`src/hw/rtl/hstw_pkg.sv`:
```
// shared constants and helpers for the two-wire sensor master
// no dependencies; used by the core and its checker
package hstw_pkg;

  localparam int WAIT_BITS_DEF    = 20;
  localparam int RESET_CLOCKS_DEF = 9;

  localparam int WL_W = 20;
  localparam logic [WL_W-1:0] WAIT_LIMIT_RST = 20'd250000;

  // register map
  localparam logic REG_WAIT_LIMIT = 1'b0;
  localparam logic REG_CRC_EN     = 1'b1;

  // request codes
  localparam logic [1:0] ACT_TICK   = 2'd0;
  localparam logic [1:0] ACT_TEMP   = 2'd1;
  localparam logic [1:0] ACT_HUMID  = 2'd2;
  localparam logic [1:0] ACT_STATUS = 2'd3;

  // sensor commands
  localparam logic [7:0] CMD_TEMP   = 8'h03;
  localparam logic [7:0] CMD_HUMID  = 8'h05;
  localparam logic [7:0] CMD_STATUS = 8'h07;

  localparam logic [7:0] CRC_POLY = 8'h31;

  // error codes
  localparam logic [1:0] ERR_OK      = 2'd0;
  localparam logic [1:0] ERR_NACK    = 2'd1;
  localparam logic [1:0] ERR_TIMEOUT = 2'd2;
  localparam logic [1:0] ERR_CRC     = 2'd3;

  function automatic logic [7:0] crc8_step(input logic [7:0] acc, input logic [7:0] b);
    logic [7:0] a;
    a = acc ^ b;
    for (int i = 0; i < 8; i++) begin
      if (a[7]) begin
        a = {a[6:0], 1'b0} ^ CRC_POLY;
      end else begin
        a = {a[6:0], 1'b0};
      end
    end
    return a;
  endfunction

  function automatic logic [7:0] flip8(input logic [7:0] v);
    logic [7:0] r;
    for (int i = 0; i < 8; i++) begin
      r[7-i] = v[i];
    end
    return r;
  endfunction

  function automatic logic [7:0] command_of(input logic [1:0] kind);
    logic [7:0] c;
    case (kind)
      ACT_TEMP:  c = CMD_TEMP;
      ACT_HUMID: c = CMD_HUMID;
      default:   c = CMD_STATUS;
    endcase
    return c;
  endfunction

endpackage

```
`src/hw/rtl/humidity_sensor_two_wire_master_core.sv`:
```
// two-wire humidity/temperature sensor master, one bus phase per transaction
// depends on hstw_pkg
//
//   channel  | direction | handshake          | payload
//   ---------+-----------+--------------------+--------------------------------------------
//   in       | to core   | in_valid/in_ready  | in_action, in_sda_in
//   out      | from core | out_valid/out_ready| scl_level, sda_pull_low, busy, done, err, value
//   config   | to core   | apb psel/penable   | wait_limit (0x0), crc_check_enable (0x4)
//
// every input transaction yields exactly one result, in the cycle after acceptance
// a new transaction is taken every cycle while the output is not stalled; the bus sequencer
// step is a single pass between the sequencer state and the result register
// in_ready drops only while a result sits in the output register and out_ready is low
// rst_n is synchronous; it clears the sequencer to idle and restores register defaults
module humidity_sensor_two_wire_master_core #(
  parameter int WAIT_BITS    = hstw_pkg::WAIT_BITS_DEF,
  parameter int RESET_CLOCKS = hstw_pkg::RESET_CLOCKS_DEF
) (
  input  logic        clk,
  input  logic        rst_n,
  // request channel
  input  logic        in_valid,
  output logic        in_ready,
  input  logic [1:0]  in_action,
  input  logic        in_sda_in,
  // result channel
  output logic        out_valid,
  input  logic        out_ready,
  output logic        out_scl_level,
  output logic        out_sda_pull_low,
  output logic        out_busy_res,
  output logic        out_done_res,
  output logic [1:0]  out_error_code,
  output logic [15:0] out_value,
  // configuration
  input  logic        psel,
  input  logic        penable,
  input  logic        pwrite,
  input  logic [2:0]  paddr,
  input  logic [31:0] pwdata,
  output logic [31:0] prdata,
  output logic        pready
);
  import hstw_pkg::*;

  // compare width covers both the limit register and the poll counter
  localparam int CW = (WAIT_BITS > WL_W) ? WAIT_BITS : WL_W;
  localparam logic [CW-1:0] MAXC = CW'((64'd1 << WAIT_BITS) - 64'd1);

  typedef enum logic [4:0] {
    PH_IDLE, PH_S0, PH_S1, PH_S2, PH_S3, PH_S4, PH_S5,
    PH_WLO, PH_WHI, PH_ALO, PH_AHI, PH_WAIT,
    PH_RC0, PH_RCHI, PH_RCLO, PH_FIN, PH_RD
  } phase_t;

  // config registers
  logic [WL_W-1:0] wait_limit_r;
  logic            crc_en_r;

  // sequencer state
  phase_t                 phase_r, phase_nxt;
  logic [1:0]             slot_r, slot_nxt;       // byte slot within the read section
  logic [1:0]             sub_r, sub_nxt;         // quarter within a read bit/ack
  logic [3:0]             bit_index_r, bit_index_nxt;
  logic [7:0]             shift_byte_r, shift_byte_nxt;
  logic [7:0]             crc_accum_r, crc_accum_nxt;
  logic [7:0]             high_byte_r, high_byte_nxt;
  logic [7:0]             low_byte_r, low_byte_nxt;
  logic [WAIT_BITS-1:0]   wait_count_r, wait_count_nxt;
  logic [1:0]             request_kind_r, request_kind_nxt;
  logic [1:0]             pending_error_r, pending_error_nxt;

  // result register
  logic        out_valid_r;
  logic        scl_r, pull_r, busy_r, done_r;
  logic [1:0]  err_r;
  logic [15:0] value_r;

  // step outputs
  logic        scl_c, pull_c, done_c;
  logic [1:0]  err_c;
  logic [15:0] val_c;

  // helpers
  logic            accept;
  logic            cfg_wr;
  logic            is_status;
  logic            data_slot;
  logic [7:0]      shifted_in;
  logic [CW-1:0]   lim_raw, lim;
  logic [WAIT_BITS-1:0] cnt_inc;
  logic [4:0]      rc_next;

  assign accept   = in_valid && in_ready;
  assign in_ready = !out_valid_r || out_ready;
  assign pready   = 1'b1;
  assign cfg_wr   = psel && penable && pwrite && pready;

  assign out_valid        = out_valid_r;
  assign out_scl_level    = scl_r;
  assign out_sda_pull_low = pull_r;
  assign out_busy_res     = busy_r;
  assign out_done_res     = done_r;
  assign out_error_code   = err_r;
  assign out_value        = value_r;

  // register readback
  always_comb begin
    case (paddr[2])
      REG_WAIT_LIMIT: prdata = {{(32-WL_W){1'b0}}, wait_limit_r};
      REG_CRC_EN:     prdata = {31'd0, crc_en_r};
      default:        prdata = 32'd0;
    endcase
  end

  // status reads carry one data byte, measurements two
  assign is_status  = (request_kind_r == ACT_STATUS);
  assign data_slot  = is_status ? (slot_r == 2'd0) : (slot_r != 2'd2);
  assign shifted_in = {shift_byte_r[6:0], in_sda_in};

  // poll limit: zero acts as one, saturates at the counter range
  assign lim_raw = (wait_limit_r == '0) ? CW'(1) : CW'(wait_limit_r);
  assign lim     = (lim_raw > MAXC) ? MAXC : lim_raw;
  assign cnt_inc = (wait_count_r != '1) ? wait_count_r + 1'b1 : wait_count_r;
  assign rc_next = {1'b0, bit_index_r} + 5'd1;

  // one bus phase
  always_comb begin
    phase_nxt         = phase_r;
    slot_nxt          = slot_r;
    sub_nxt           = sub_r;
    bit_index_nxt     = bit_index_r;
    shift_byte_nxt    = shift_byte_r;
    crc_accum_nxt     = crc_accum_r;
    high_byte_nxt     = high_byte_r;
    low_byte_nxt      = low_byte_r;
    wait_count_nxt    = wait_count_r;
    request_kind_nxt  = request_kind_r;
    pending_error_nxt = pending_error_r;
    scl_c  = 1'b0;
    pull_c = 1'b0;
    done_c = 1'b0;
    err_c  = ERR_OK;
    val_c  = 16'd0;

    case (phase_r)
      // start pattern
      PH_S0: phase_nxt = PH_S1;
      PH_S1: begin
        scl_c = 1'b1;
        phase_nxt = PH_S2;
      end
      PH_S2: begin
        scl_c = 1'b1;
        pull_c = 1'b1;
        phase_nxt = PH_S3;
      end
      PH_S3: begin
        pull_c = 1'b1;
        phase_nxt = PH_S4;
      end
      PH_S4: begin
        scl_c = 1'b1;
        pull_c = 1'b1;
        phase_nxt = PH_S5;
      end
      PH_S5: begin
        scl_c = 1'b1;
        bit_index_nxt = 4'd0;
        phase_nxt = (pending_error_r != ERR_OK) ? PH_FIN : PH_WLO;
      end
      // command byte, msb first
      PH_WLO: begin
        pull_c = !shift_byte_r[7];
        phase_nxt = PH_WHI;
      end
      PH_WHI: begin
        scl_c = 1'b1;
        pull_c = !shift_byte_r[7];
        shift_byte_nxt = {shift_byte_r[6:0], 1'b0};
        if (bit_index_r >= 4'd7) begin
          bit_index_nxt = 4'd0;
          phase_nxt = PH_ALO;
        end else begin
          bit_index_nxt = bit_index_r + 4'd1;
          phase_nxt = PH_WLO;
        end
      end
      // sensor acknowledge
      PH_ALO: phase_nxt = PH_AHI;
      PH_AHI: begin
        scl_c = 1'b1;
        if (in_sda_in) begin
          pending_error_nxt = ERR_NACK;
          phase_nxt = PH_RC0;
        end else if (is_status) begin
          shift_byte_nxt = 8'd0;
          bit_index_nxt = 4'd0;
          slot_nxt = 2'd0;
          sub_nxt = 2'd0;
          phase_nxt = PH_RD;
        end else begin
          wait_count_nxt = '0;
          phase_nxt = PH_WAIT;
        end
      end
      // poll for conversion done
      PH_WAIT: begin
        if (!in_sda_in) begin
          shift_byte_nxt = 8'd0;
          bit_index_nxt = 4'd0;
          slot_nxt = 2'd0;
          sub_nxt = 2'd0;
          phase_nxt = PH_RD;
        end else begin
          wait_count_nxt = cnt_inc;
          if (CW'(cnt_inc) >= lim) begin
            pending_error_nxt = ERR_TIMEOUT;
            phase_nxt = PH_RC0;
          end
        end
      end
      // read section: each bit uses quarters 0 and 1, after the eighth bit quarters 2 and 3 are the ack slot
      PH_RD: begin
        case (sub_r)
          2'd0: sub_nxt = 2'd1;
          2'd1: begin
            scl_c = 1'b1;
            shift_byte_nxt = shifted_in;
            if (bit_index_r >= 4'd7) begin
              bit_index_nxt = 4'd0;
              if (data_slot) begin
                if (is_status || slot_r == 2'd1) begin
                  low_byte_nxt = shifted_in;
                end else begin
                  high_byte_nxt = shifted_in;
                end
                crc_accum_nxt = crc8_step(crc_accum_r, shifted_in);
              end
              sub_nxt = 2'd2;
            end else begin
              bit_index_nxt = bit_index_r + 4'd1;
              sub_nxt = 2'd0;
            end
          end
          2'd2: begin
            pull_c = data_slot;
            sub_nxt = 2'd3;
          end
          default: begin
            scl_c = 1'b1;
            pull_c = data_slot;
            if (data_slot && slot_r != 2'd2) begin
              shift_byte_nxt = 8'd0;
              bit_index_nxt = 4'd0;
              slot_nxt = slot_r + 2'd1;
              sub_nxt = 2'd0;
            end else if (!crc_en_r || crc_accum_r == flip8(shift_byte_r)) begin
              done_c = 1'b1;
              val_c = is_status ? {8'd0, low_byte_r} : {high_byte_r, low_byte_r};
              phase_nxt = PH_IDLE;
            end else begin
              pending_error_nxt = ERR_CRC;
              phase_nxt = PH_RC0;
            end
          end
        endcase
      end
      // recovery: clock pulses with data released, then start pattern
      PH_RC0: begin
        bit_index_nxt = 4'd0;
        phase_nxt = PH_RCHI;
      end
      PH_RCHI: begin
        scl_c = 1'b1;
        phase_nxt = PH_RCLO;
      end
      PH_RCLO: begin
        if (rc_next >= 5'(RESET_CLOCKS)) begin
          bit_index_nxt = 4'd0;
          phase_nxt = PH_S0;
        end else begin
          bit_index_nxt = rc_next[3:0];
          phase_nxt = PH_RCHI;
        end
      end
      PH_FIN: begin
        done_c = 1'b1;
        err_c = pending_error_r;
        pending_error_nxt = ERR_OK;
        phase_nxt = PH_IDLE;
      end
      default: begin
        // idle: take a new request, ticks do nothing
        phase_nxt = PH_IDLE;
        if (in_action != ACT_TICK) begin
          request_kind_nxt  = in_action;
          pending_error_nxt = ERR_OK;
          wait_count_nxt    = '0;
          bit_index_nxt     = 4'd0;
          high_byte_nxt     = 8'd0;
          low_byte_nxt      = 8'd0;
          shift_byte_nxt    = command_of(in_action);
          crc_accum_nxt     = crc8_step(8'd0, command_of(in_action));
          phase_nxt         = PH_S1;
        end
      end
    endcase
  end

  // sequencer state, config and result register
  always_ff @(posedge clk) begin
    if (!rst_n) begin
      phase_r         <= PH_IDLE;
      slot_r          <= 2'd0;
      sub_r           <= 2'd0;
      bit_index_r     <= 4'd0;
      shift_byte_r    <= 8'd0;
      crc_accum_r     <= 8'd0;
      high_byte_r     <= 8'd0;
      low_byte_r      <= 8'd0;
      wait_count_r    <= '0;
      request_kind_r  <= 2'd0;
      pending_error_r <= ERR_OK;
      wait_limit_r    <= WAIT_LIMIT_RST;
      crc_en_r        <= 1'b1;
      out_valid_r     <= 1'b0;
    end else begin
      if (cfg_wr) begin
        case (paddr[2])
          REG_WAIT_LIMIT: wait_limit_r <= pwdata[WL_W-1:0];
          REG_CRC_EN:     crc_en_r <= pwdata[0];
          default:        ;
        endcase
      end
      if (accept) begin
        phase_r         <= phase_nxt;
        slot_r          <= slot_nxt;
        sub_r           <= sub_nxt;
        bit_index_r     <= bit_index_nxt;
        shift_byte_r    <= shift_byte_nxt;
        crc_accum_r     <= crc_accum_nxt;
        high_byte_r     <= high_byte_nxt;
        low_byte_r      <= low_byte_nxt;
        wait_count_r    <= wait_count_nxt;
        request_kind_r  <= request_kind_nxt;
        pending_error_r <= pending_error_nxt;
        out_valid_r     <= 1'b1;
      end else if (out_ready) begin
        out_valid_r <= 1'b0;
      end
    end
    // result payload, no reset needed
    if (accept) begin
      scl_r   <= scl_c;
      pull_r  <= pull_c;
      busy_r  <= (phase_nxt != PH_IDLE);
      done_r  <= done_c;
      err_r   <= err_c;
      value_r <= val_c;
    end
  end

endmodule

```
`config.mk`:
```
export PLATFORM = sky130hd
export DESIGN_NAME = humidity_sensor_two_wire_master_core
export DESIGN_NICKNAME = d
export VERILOG_FILES = /design/src/hw/rtl/hstw_pkg.sv /design/src/hw/rtl/humidity_sensor_two_wire_master_core.sv
export SDC_FILE = /design/constraint.sdc
export NUM_CORES = 1
export LEC_CHECK = 0
export BUFFER_PORTS_ARGS = -buffer_cell sky130_fd_sc_hd__buf_4
export CORE_MARGIN = 2
export CORE_UTILIZATION = 45
export CTS_CLUSTER_SIZE = 10
export DETAILED_ROUTE_END_ITERATION = 6
export PLACE_DENSITY = 0.68
export SYNTH_ARGS = -nofsm -noshare
export SYNTH_HDL_FRONTEND = slang
export SYNTH_SLANG_ARGS = --single-unit
```
`constraint.sdc`:
```
create_clock -name clk -period 3.5 [get_ports clk]
set_input_delay 0.525 -clock clk [delete_from_list [all_inputs] [get_ports clk]]
set_output_delay 0.525 -clock clk [all_outputs]
set_load 0.1 [all_outputs]
```
==> results of run 1 <==
cell type report:
class | count | area [µm²]
sequential | 113 | 2494
timing repair buffer | 129 | 968.4
clock buffer | 19 | 454.2
tap | 188 | 235.2
clock inverter | 13 | 171.4
multi-input combinational | 634 | 4235
fill | 1359 | 6441
inverter | 39 | 146.4
registers in the layout, indices dropped and copies added, names as in the netlist, 4 cells and up:
name          cells
wait_count_r     20
shift_byte_r      8
wait_limit_r     20
crc_accum_r       8
phase_r           5
bit_index_r       4
low_byte_r        8
high_byte_r       8
out_value        16
per-stage QoR:
step	setup slack, ns	cell area (µm²)	cells
after detailed placement	-0.02752	7916	1100
final	0.06673	8705	1135
after floorplan	0.08052	7008	843
after global placement	-0.003616	7916	1100
after CTS	0.01399	8548	1132
after global routing	-0.1252	8705	1135
worst max-delay path, cell delays in order, from the launching register on:
cell	delay, ns
dfxtp_1	0.35
and4_4	0.27
nand3_2	0.13
a2111oi_0	0.43
buf_4	0.20
xnor2_1	0.10
ha_1	0.32
nand2_1	0.08
nor3_2	0.22
nand4_1	0.10
o211ai_1	0.31
o21a_1	0.20
or4b_4	0.46
cell usage after synthesis (4+ instances only):
master     count  area share [%]
xnor2_1       36             4.5
nor2b_1       10            0.90
and3_1        19             1.7
nor3_1         9            0.65
nand2_1       77             4.2
o21ai_0       28             2.0
o22ai_1        6            0.54
and2_1        27             2.4
nor2_1        86             4.6
a221oi_1       4            0.50
or2_2          4            0.36
o2111ai_1      5            0.63
a32o_1         5            0.72
a31oi_1        9            0.81
a211oi_1       7            0.75
o221a_2        4            0.65
mux2i_1       24             3.4
nor4_1        11            0.99
buf_2          8            0.57
buf_4         13             1.4
or4_1          5            0.54
nand2b_1       9            0.81
nand4_1        8            0.72
edfxtp_1      22             9.5
xor2_1        10             1.3
clkbuf_1      32             1.7
dfxtp_1       91              26
ha_1          31             5.6
nand3_1       25             1.8
inv_1         38             2.0
buf_1          4            0.22
and4_1         5            0.63
a21oi_1       64             4.6
o211ai_1      17             1.8
mux2_2         5            0.81
o21a_1         5            0.54
routing by layer:
metal / GRT usage [%] / vias up / part of all wire [%]
li1: - / 3179 / -
met3: 4.865 / 33 / 6.5
met1: 32.68 / 3063 / 47
met2: 35.14 / 237 / 44
met4: 7.822 / 0 / 1.9
met5: 0 / - / 0
repair_timing:
item                                    CTS  global route
setup buffers                             0             3
pin swaps                                 3             9
endpoints found under the setup margin    1             5
resized for setup                         2            30
kinds of logic after synthesis:
logic type,share of synthesized area [%]
buffers and inverters,6.019
AO/OA/AOI/OAI,19.37
other,0.1078
AND/OR/NAND/NOR,23.25
adder cells (fa/ha/maj),5.570
XOR/XNOR,5.785
multiplexers,4.258
flip-flops,35.64
power groups by stage:
stage	Clock, W	Combinational (W)	Sequential (W)
2_1_floorplan	0	0.000519	0.00154
5_1_grt	0.00193	0.000851	0.00142
4_1_cts	0.00186	0.000786	0.00141
3_5_place_dp	0	0.000777	0.00144
6_report	0.00184	0.000798	0.00141
3_3_place_gp	0	0.000773	0.00144
worst max-delay path by stage:
| stage | start | end | slack (ns) | cells after the start |
|---|---|---|---|---|
| after CTS | wait_count_r[12]$_SDFFE_PN0P_ | out_busy_res$_DFFE_PP_ | 0.01 | 11 |
| after detailed placement | wait_count_r[12]$_SDFFE_PN0P_ | out_busy_res$_DFFE_PP_ | -0.03 | 12 |
| after global placement | wait_count_r[12]$_SDFFE_PN0P_ | out_busy_res$_DFFE_PP_ | -0.004 | 12 |
| after global routing | wait_count_r[12]$_SDFFE_PN0P_ | out_busy_res$_DFFE_PP_ | -0.13 | 12 |
| final | wait_count_r[3]$_SDFFE_PN0P_ | out_busy_res$_DFFE_PP_ | 0.07 | 12 |
| after floorplan | wait_count_r[1]$_SDFFE_PN0P_ | out_busy_res$_DFFE_PP_ | 0.08 | 12 |
==> flow_summary.ini, run 1 <==
[pwr]
p_per_area_nw_per_um2 = 465.5
p_sw_w = 0.001263
irDropWorstVdd_mv = 0.3384
power_switching_share_pct = 31.16
seqPwrFrac_pct = 34.8
pwr-share-clk_pct = 45.5
p_int_w = 0.002789
pwr-share-comb_pct = 19.7
total_power_w = 0.004052
p_leak_nw = 3.504

[die]
die_y_um = 128.4
core_um2 = 15150
initial_utilization_pct = 45.98
core.rowCount = 45
io_pins = 102
dieArea_um2 = 16490
die_w_um = 128.4

[route]
drc = 0
via_per_inst = 5.737
dr.pass1.iters = 5
drtIter0Drc = 563
vias = 6512
routedWlPerCell_um = 16.41
wirelength_um = 18620
drtAntennaViolNets = 0

[cts]
clk_latency_ns = 0.43
clkTransAtPathRegs_ns = 0.06
postCtsHoldBufs = 0
clock-root-buffer = clkbuf_16
numCtsBuffers = 17
tritoncts = done
clockBufferDepth = 2
htreeDepth = 4
cts.sinks = 113

[setup_path]
rr_endpoint = out_busy_res$_DFFE_PP_
timing.rr.start = wait_count_r[3]$_SDFFE_PN0P_
cp_max_fo = 5
worstSetupPathType = reg -> reg
start_kind = flip-flop
rrSetupSlack_ns = 0.07
arrival_ns = 3.59
critPathRequiredTime_ns = 3.66
worstSetupEndpointType = flip-flop
worstRegToRegCells = 12

[synth]
ys_types = 79
ys.flop_type = dfxtp_1
ys.warnings.count = 0
synth.yosys.seq_area_share_pct = 35.64
synth-seq-cells = 113
synth-edff-count = 22
ys_async_sr_fraction_pct = 0
synthCells = 832
syn_avg_cell_area_um2 = 8.370
syn_area_um2 = 6964

[min_path]
min_path_cells = 3
hp-class = in -> reg
hold_end = wait_limit_r[14]$_SDFFE_PN1P_
hold_path.startpoint = pwdata[14]

[cells_and_area]
nets = 1010
final_cell_mix = 129 x buf_4, 86 x dfxtp_1, 84 x nor2_1
drive_above_1_share_pct = 23.02
syn2layout_area_growth_pct = 24.99
fin_util_pct = 57.47
final_common_cell = buf_4
diodes = 0

[sta]
fin_crit_sh_pct = 98.09
clock-skew-final_ns = 0.009456
setup-violations-final = 0
tns_ns = 0
fmax_ghz = 0.2913
worstMarginPinSlew_ns = 0.9069
maxSlewHeadroom_pct = 39.54
finalHoldViolCount = 0
drv_slew = 0
whs_ns = 0.3202
post-route-min-period_ns = 3.433
rsz0062_at_grt = true

[placement]
io_buffers = 74
gp_congestion = 0.9210
dp_hpwl_um = 13070

[global_routing]
grt_use_total_pct = 23.10
grt-ovfl-total = 0
grt_pass1_vias = 6052
grt_start_max_net_pins = 43
grt_antenna_before_repair = 0
grt_pass1_wl_um = 30300

[run]
drv_cap = 0

[outcome]
outcome = complete, no violations
(Power assumes the default switching activity.)
==> inputs of run 2 (changes only) <==
- BUFFER_PORTS_ARGS: -buffer_cell sky130_fd_sc_hd__buf_4 -> default
- DONT_BUFFER_PORTS: default -> 1
- PLACE_DENSITY: 0.68 -> default
==> run 2 against run 1 <==
Effect of this change:
- clock skew increased by 0.0047 ns
- register-to-register slack got worse by 0.02 ns
- first-iteration DRC count increased by 17%
- power decreased by 1.3%
- largest cell class unchanged
- largest power group unchanged
==> flow_summary.ini, run 2 (same netlist as run 1, synthesis figures left out) <==
[outcome]
outcome = complete, no violations

[placement]
post-place-ws_ns = -0.1241
dp_cells = 1040
dp_hpwl_um = 13830
io_buffers = 0
gp_congestion = 0.9615
dpl_cell_area_um2 = 7513

[cts]
clockBufferDepth = 2
clkTransAtPathRegs_ns = 0.07
htreeDepth = 4
tritoncts = done
clock-root-buffer = clkbuf_16
clk_latency_ns = 0.43
cts.sinks = 113
postCtsHoldBufs = 0
numCtsBuffers = 17

[min_path]
hold_end = crc_en_r$_SDFFE_PN1P_
hold_path.startpoint = rst_n
min_path_cells = 1
hp-class = in -> reg

[setup_path]
rrSetupSlack_ns = 0.04
cpMaxStageDelayCell = or4b_1
worstSetupEndpointType = flip-flop
rr_endpoint = out_busy_res$_DFFE_PP_
worstSetupPathType = reg -> reg
crit_path_max_incr_delay_ns = 0.44
start_kind = flip-flop
critPathRequiredTime_ns = 3.67
timing.rr.start = wait_count_r[10]$_SDFFE_PN0P_
cp_max_fo = 7
arrival_ns = 3.62
crit_path_frequent_cell = buf_4
worstRegToRegCells = 13
path_cells = nand4_1 > buf_4 > nor4_4 > buf_4 > nand3_4 > mux2_2 > ha_1 > nand2_1 > o21ai_0 > a221oi_2 > o211ai_1 > o21a_1 > or4b_1

[sta]
finalHoldViolCount = 0
rsz0062_at_grt = true
fin_crit_sh_pct = 98.75
postLayoutSetupSlackWorst_ns = 0.04362
drv_slew = 0
clock-skew-final_ns = 0.01413
maxSlewHeadroom_pct = 21.18
setup-violations-final = 0
worstMarginPinSlew_ns = 1.182
post-route-min-period_ns = 3.456
fmax_ghz = 0.2893

[global_routing]
grt_use_total_pct = 23.91
grt-ovfl-total = 0
gr-usage-met3_pct = 6.611
grt_start_max_net_pins = 47
grt_busiest_layer = met2
grt_antenna_before_repair = 0
grtUsageMet2_pct = 40.43
use_met1_pct = 28.57
grt_pass1_vias = 6167
grt_pass1_wl_um = 30930

[route]
vias = 6397
via_per_inst = 5.923
drtIter0Drc = 657
dr.pass1.iters = 6
drc = 0
routedWlPerCell_um = 18.22
drtAntennaViolNets = 0
wirelength_um = 19680

[die]
io_pins = 102
core.rowCount = 45
dieArea_um2 = 16490
die_w_um = 128.4
die_y_um = 128.4
initial_utilization_pct = 45.98
core_um2 = 15150

[pwr]
irDropWorstVdd_mv = 0.3416
p_per_area_nw_per_um2 = 475.1
total_power_w = 0.003997
p_leak_nw = 3.245

[run]
drv_cap = 0

[cells_and_area]
nets = 955
drive_above_1_share_pct = 21.64
final_cells = 1080
final_common_cell = dfxtp_1
finalInstanceArea_um2 = 8413
syn2layout_area_growth_pct = 20.80
diodes = 0
final_cell_mix = 84 x dfxtp_1, 76 x nand2_1, 73 x buf_4
[run 2: changes by cell type in the layout (fill, tap and decap cells not counted), moves of 3 or more]
cell and change:
nor2_2 +19, nor2_1 -19, nand3_1 -3, nand3_4 +4
dfxtp_2 +4, buf_4 -56
[run 2: stage by stage]
stage,hold WS [ns],util (%),setup TNS [ns]
6_report,0.1924,55.55,0
5_1_grt,0.1719,55.55,-0.1771
4_1_cts,0.1623,53.85,-0.05741
3_5_place_dp,0.4705,49.61,-0.1717
3_3_place_gp,0.4653,49.61,-0.04356
2_1_floorplan,0.4490,-,0
[run 2: metal layers]
layer	wire length (µm)	part of all wire [%]	up-vias
li1	-	-	3057
met3	1122	5.7	45
met4	617	3.1	0
met2	9716	49	236
met5	0	0	-
met1	8222	42	3059
[run 2: report_power, final]
group          internal [W]  switching, W
Sequential          0.00137      0.000152
Combinational      0.000197      0.000417
Clock               0.00114      0.000716
[run 2: worst max-delay path by stage]
stage                                  startpoint                      to  slack [ns]  depth (start not counted)
global placement     wait_count_r[5]$_SDFFE_PN0P_  out_busy_res$_DFFE_PP_       -0.04                         12
finish              wait_count_r[10]$_SDFFE_PN0P_  out_busy_res$_DFFE_PP_        0.04                         13
floorplan            wait_count_r[1]$_SDFFE_PN0P_  out_busy_res$_DFFE_PP_        0.08                         12
CTS                 wait_count_r[10]$_SDFFE_PN0P_  out_busy_res$_DFFE_PP_       -0.06                         12
global route         wait_count_r[5]$_SDFFE_PN0P_  out_busy_res$_DFFE_PP_       -0.16                         12
detailed placement   wait_count_r[3]$_SDFFE_PN0P_  out_busy_res$_DFFE_PP_       -0.12                         11
[run 2: area by class of cell]
| class | count | area (µm²) |
|---|---|---|
| Tap cell | 188 | 235.2 |
| Inverter | 39 | 146.4 |
| Clock buffer | 17 | 425.4 |
| Clock inverter | 15 | 196.4 |
| Timing Repair Buffer | 74 | 559.3 |
| Multi-Input combinational cell | 634 | 4359 |
| Sequential cell | 113 | 2491 |
| Fill cell | 1309 | 6733 |
[run 2: critical path: cells and delay by family (launching register included)]
kind	cells	cell delay, ns
and+or+nand+nor	5	0.98
adders and majority gates	1	0.29
AOI/OAI and AO/OA	4	0.89
DFF	1	0.34
buffers and inverters	2	0.35
muxes	1	0.34
[run 2: timing repair]
item / 4_1_cts / 5_1_grt
gates resized for setup: 4 / 44
pin swaps: 1 / 16
endpoints found under the setup margin: 3 / 5
buffers inserted: 0 / 8
==> inputs of run 3 (changes only) <==
- MAX_ROUTING_LAYER: default -> met4
==> run 3 against run 2 <==
Effect of this change:
- final area shrank 2.3%
- flip-flop and latch count is the same
- utilization shrank 1.3 points
- global-route usage grew 0.97 points
- non-clock buffer count shrank 5
- largest power group unchanged
- power shrank 2.3%
- cell count shrank 0.46%
- sequential power is essentially flat
- routed wire length shrank 2.1%
- largest cell class unchanged
- worst setup slack gained 0.055 ns
- register-to-register slack gained 0.06 ns
==> flow_summary.ini, run 3 (same netlist as run 1, synthesis figures left out) <==
[outcome]
outcome = complete, no violations

[route]
wirelength_um = 19260
via_per_inst = 5.913
drtAntennaViolNets = 0
drc = 0
dr.pass1.iters = 5
vias = 6357
drtIter0Drc = 626
routedWlPerCell_um = 17.91

[placement]
gp_congestion = 0.9045
dp_hpwl_um = 13930
io_buffers = 0
post-place-ws_ns = -0.008113

[cts]
numCtsBuffers = 17
cts.sinks = 113
postCtsHoldBufs = 0
htreeDepth = 4
clkTransAtPathRegs_ns = 0.06
tritoncts = done
clockBufferDepth = 2
clock-root-buffer = clkbuf_16
clk_latency_ns = 0.42

[cells_and_area]
nets = 950
fillers = 1392
diodes = 0
final_common_cell = dfxtp_1
drive_above_1_share_pct = 19.17
register_area_um2 = 2485
final_cell_mix = 89 x dfxtp_1, 77 x nand2_1, 69 x buf_4
syn2layout_area_growth_pct = 18.06
multi_input_area_um2 = 4239

[die]
die_y_um = 128.4
die_w_um = 128.4
io_pins = 102
initial_utilization_pct = 45.98
core.rowCount = 45
dieArea_um2 = 16490
core_um2 = 15150

[setup_path]
critPathRequiredTime_ns = 3.65
arrival_ns = 3.56
worstSetupEndpointType = flip-flop
cp_max_fo = 6
start_kind = flip-flop
worstSetupPathType = reg -> reg

[sta]
finalHoldViolCount = 0
maxSlewHeadroom_pct = 27.70
post-route-min-period_ns = 3.401
clock-skew-final_ns = 0.007937
postLayoutSetupSlackWorst_ns = 0.09879
tns_ns = 0
rsz0062_at_grt = true
fin_crit_sh_pct = 97.18
fmax_ghz = 0.2940
worstMarginPinSlew_ns = 1.083
drv_slew = 0
setup-violations-final = 0

[pwr]
p_leak_nw = 3.168
total_power_w = 0.003907
irDropWorstVdd_mv = 0.3528
p_per_area_nw_per_um2 = 475.2

[global_routing]
grt_use_total_pct = 24.88
grt_start_max_net_pins = 45
grt_pass1_vias = 6237
grt-ovfl-total = 0
grt_pass1_wl_um = 31530
grt_antenna_before_repair = 0

[run]
drv_cap = 0

[min_path]
hp-class = in -> reg
run 3: cell count changes in the layout (fill, tap and decap cells not counted), moves of 2 or more:
cell     before  now
and3_1       17   19
nand3_4       4    0
dfxtp_1      84   89
buf_4        73   69
dfxtp_2       7    2
ha_1         29   31
and3_4        2    0
inv_6         7    5
nand3_1      18   22
run 3: layer usage:
layer	up-vias	wire (µm)	global-route usage (%)
met3	39	901	3.992
li1	3049	-	-
met4	0	555	12.41
met5	-	0	-
met2	205	9623	40.96
met1	3064	8175	29.58
run 3: cell type report:
class                   instances  area share [%]
multi-input cells             634           51.56
inverters                      39           1.781
clock buffers                  17           5.174
well taps                     188           2.861
repair buffers                 69           6.300
flip-flops and latches        113           30.22
clock inverters                15           2.100
run 3: where the power goes:
group          leakage [nW]  switching [W]  internal (W)  total, W
sequential            0.957       0.000145       0.00137   0.00152
combinational          1.92       0.000425      0.000193  0.000618
clock                 0.289       0.000701       0.00107   0.00177
run 3: through the flow:
step	util [%]	instances	area (µm²)	hold slack, ns
floorplan	-	843	7008	0.4490
global placement	49.71	1042	7528	0.4643
detailed placement	49.71	1042	7528	0.4686
CTS	53.75	1074	8142	0.1743
global route	54.28	1075	8222	0.1817
finish	54.28	1075	8222	0.1925
run 3: critical path, stage by stage (launching register included):
cell	delay (ns)
dfxtp_1	0.39
and4_1	0.26
nand3_1	0.12
buf_4	0.19
nor2_1	0.15
nand3_1	0.16
xnor2_2	0.20
ha_1	0.29
nand2_1	0.06
nor3_2	0.22
nand4_1	0.11
o211ai_1	0.37
o21a_1	0.18
or4b_1	0.44
run 3: worst paths after layout:
check                                                   start                             to  slack [ns]  cells past startpoint
worst min-delay path                                    rst_n          crc_en_r$_SDFFE_PN1P_        0.19                      1
worst min register to register  wait_limit_r[11]$_SDFFE_PN0P_  wait_limit_r[11]$_SDFFE_PN0P_        0.48                      2
worst max-delay path             wait_count_r[8]$_SDFFE_PN0P_         out_busy_res$_DFFE_PP_         0.1                     13
worst max register to register   wait_count_r[8]$_SDFFE_PN0P_         out_busy_res$_DFFE_PP_         0.1                     13
run 3: repair_timing:
item / in CTS / in global routing
pin swaps: 0 / 6
gates resized for setup: 3 / 16
setup endpoints to repair: 2 / 3
cloned: 0 / 0
setup buffers: 0 / 1
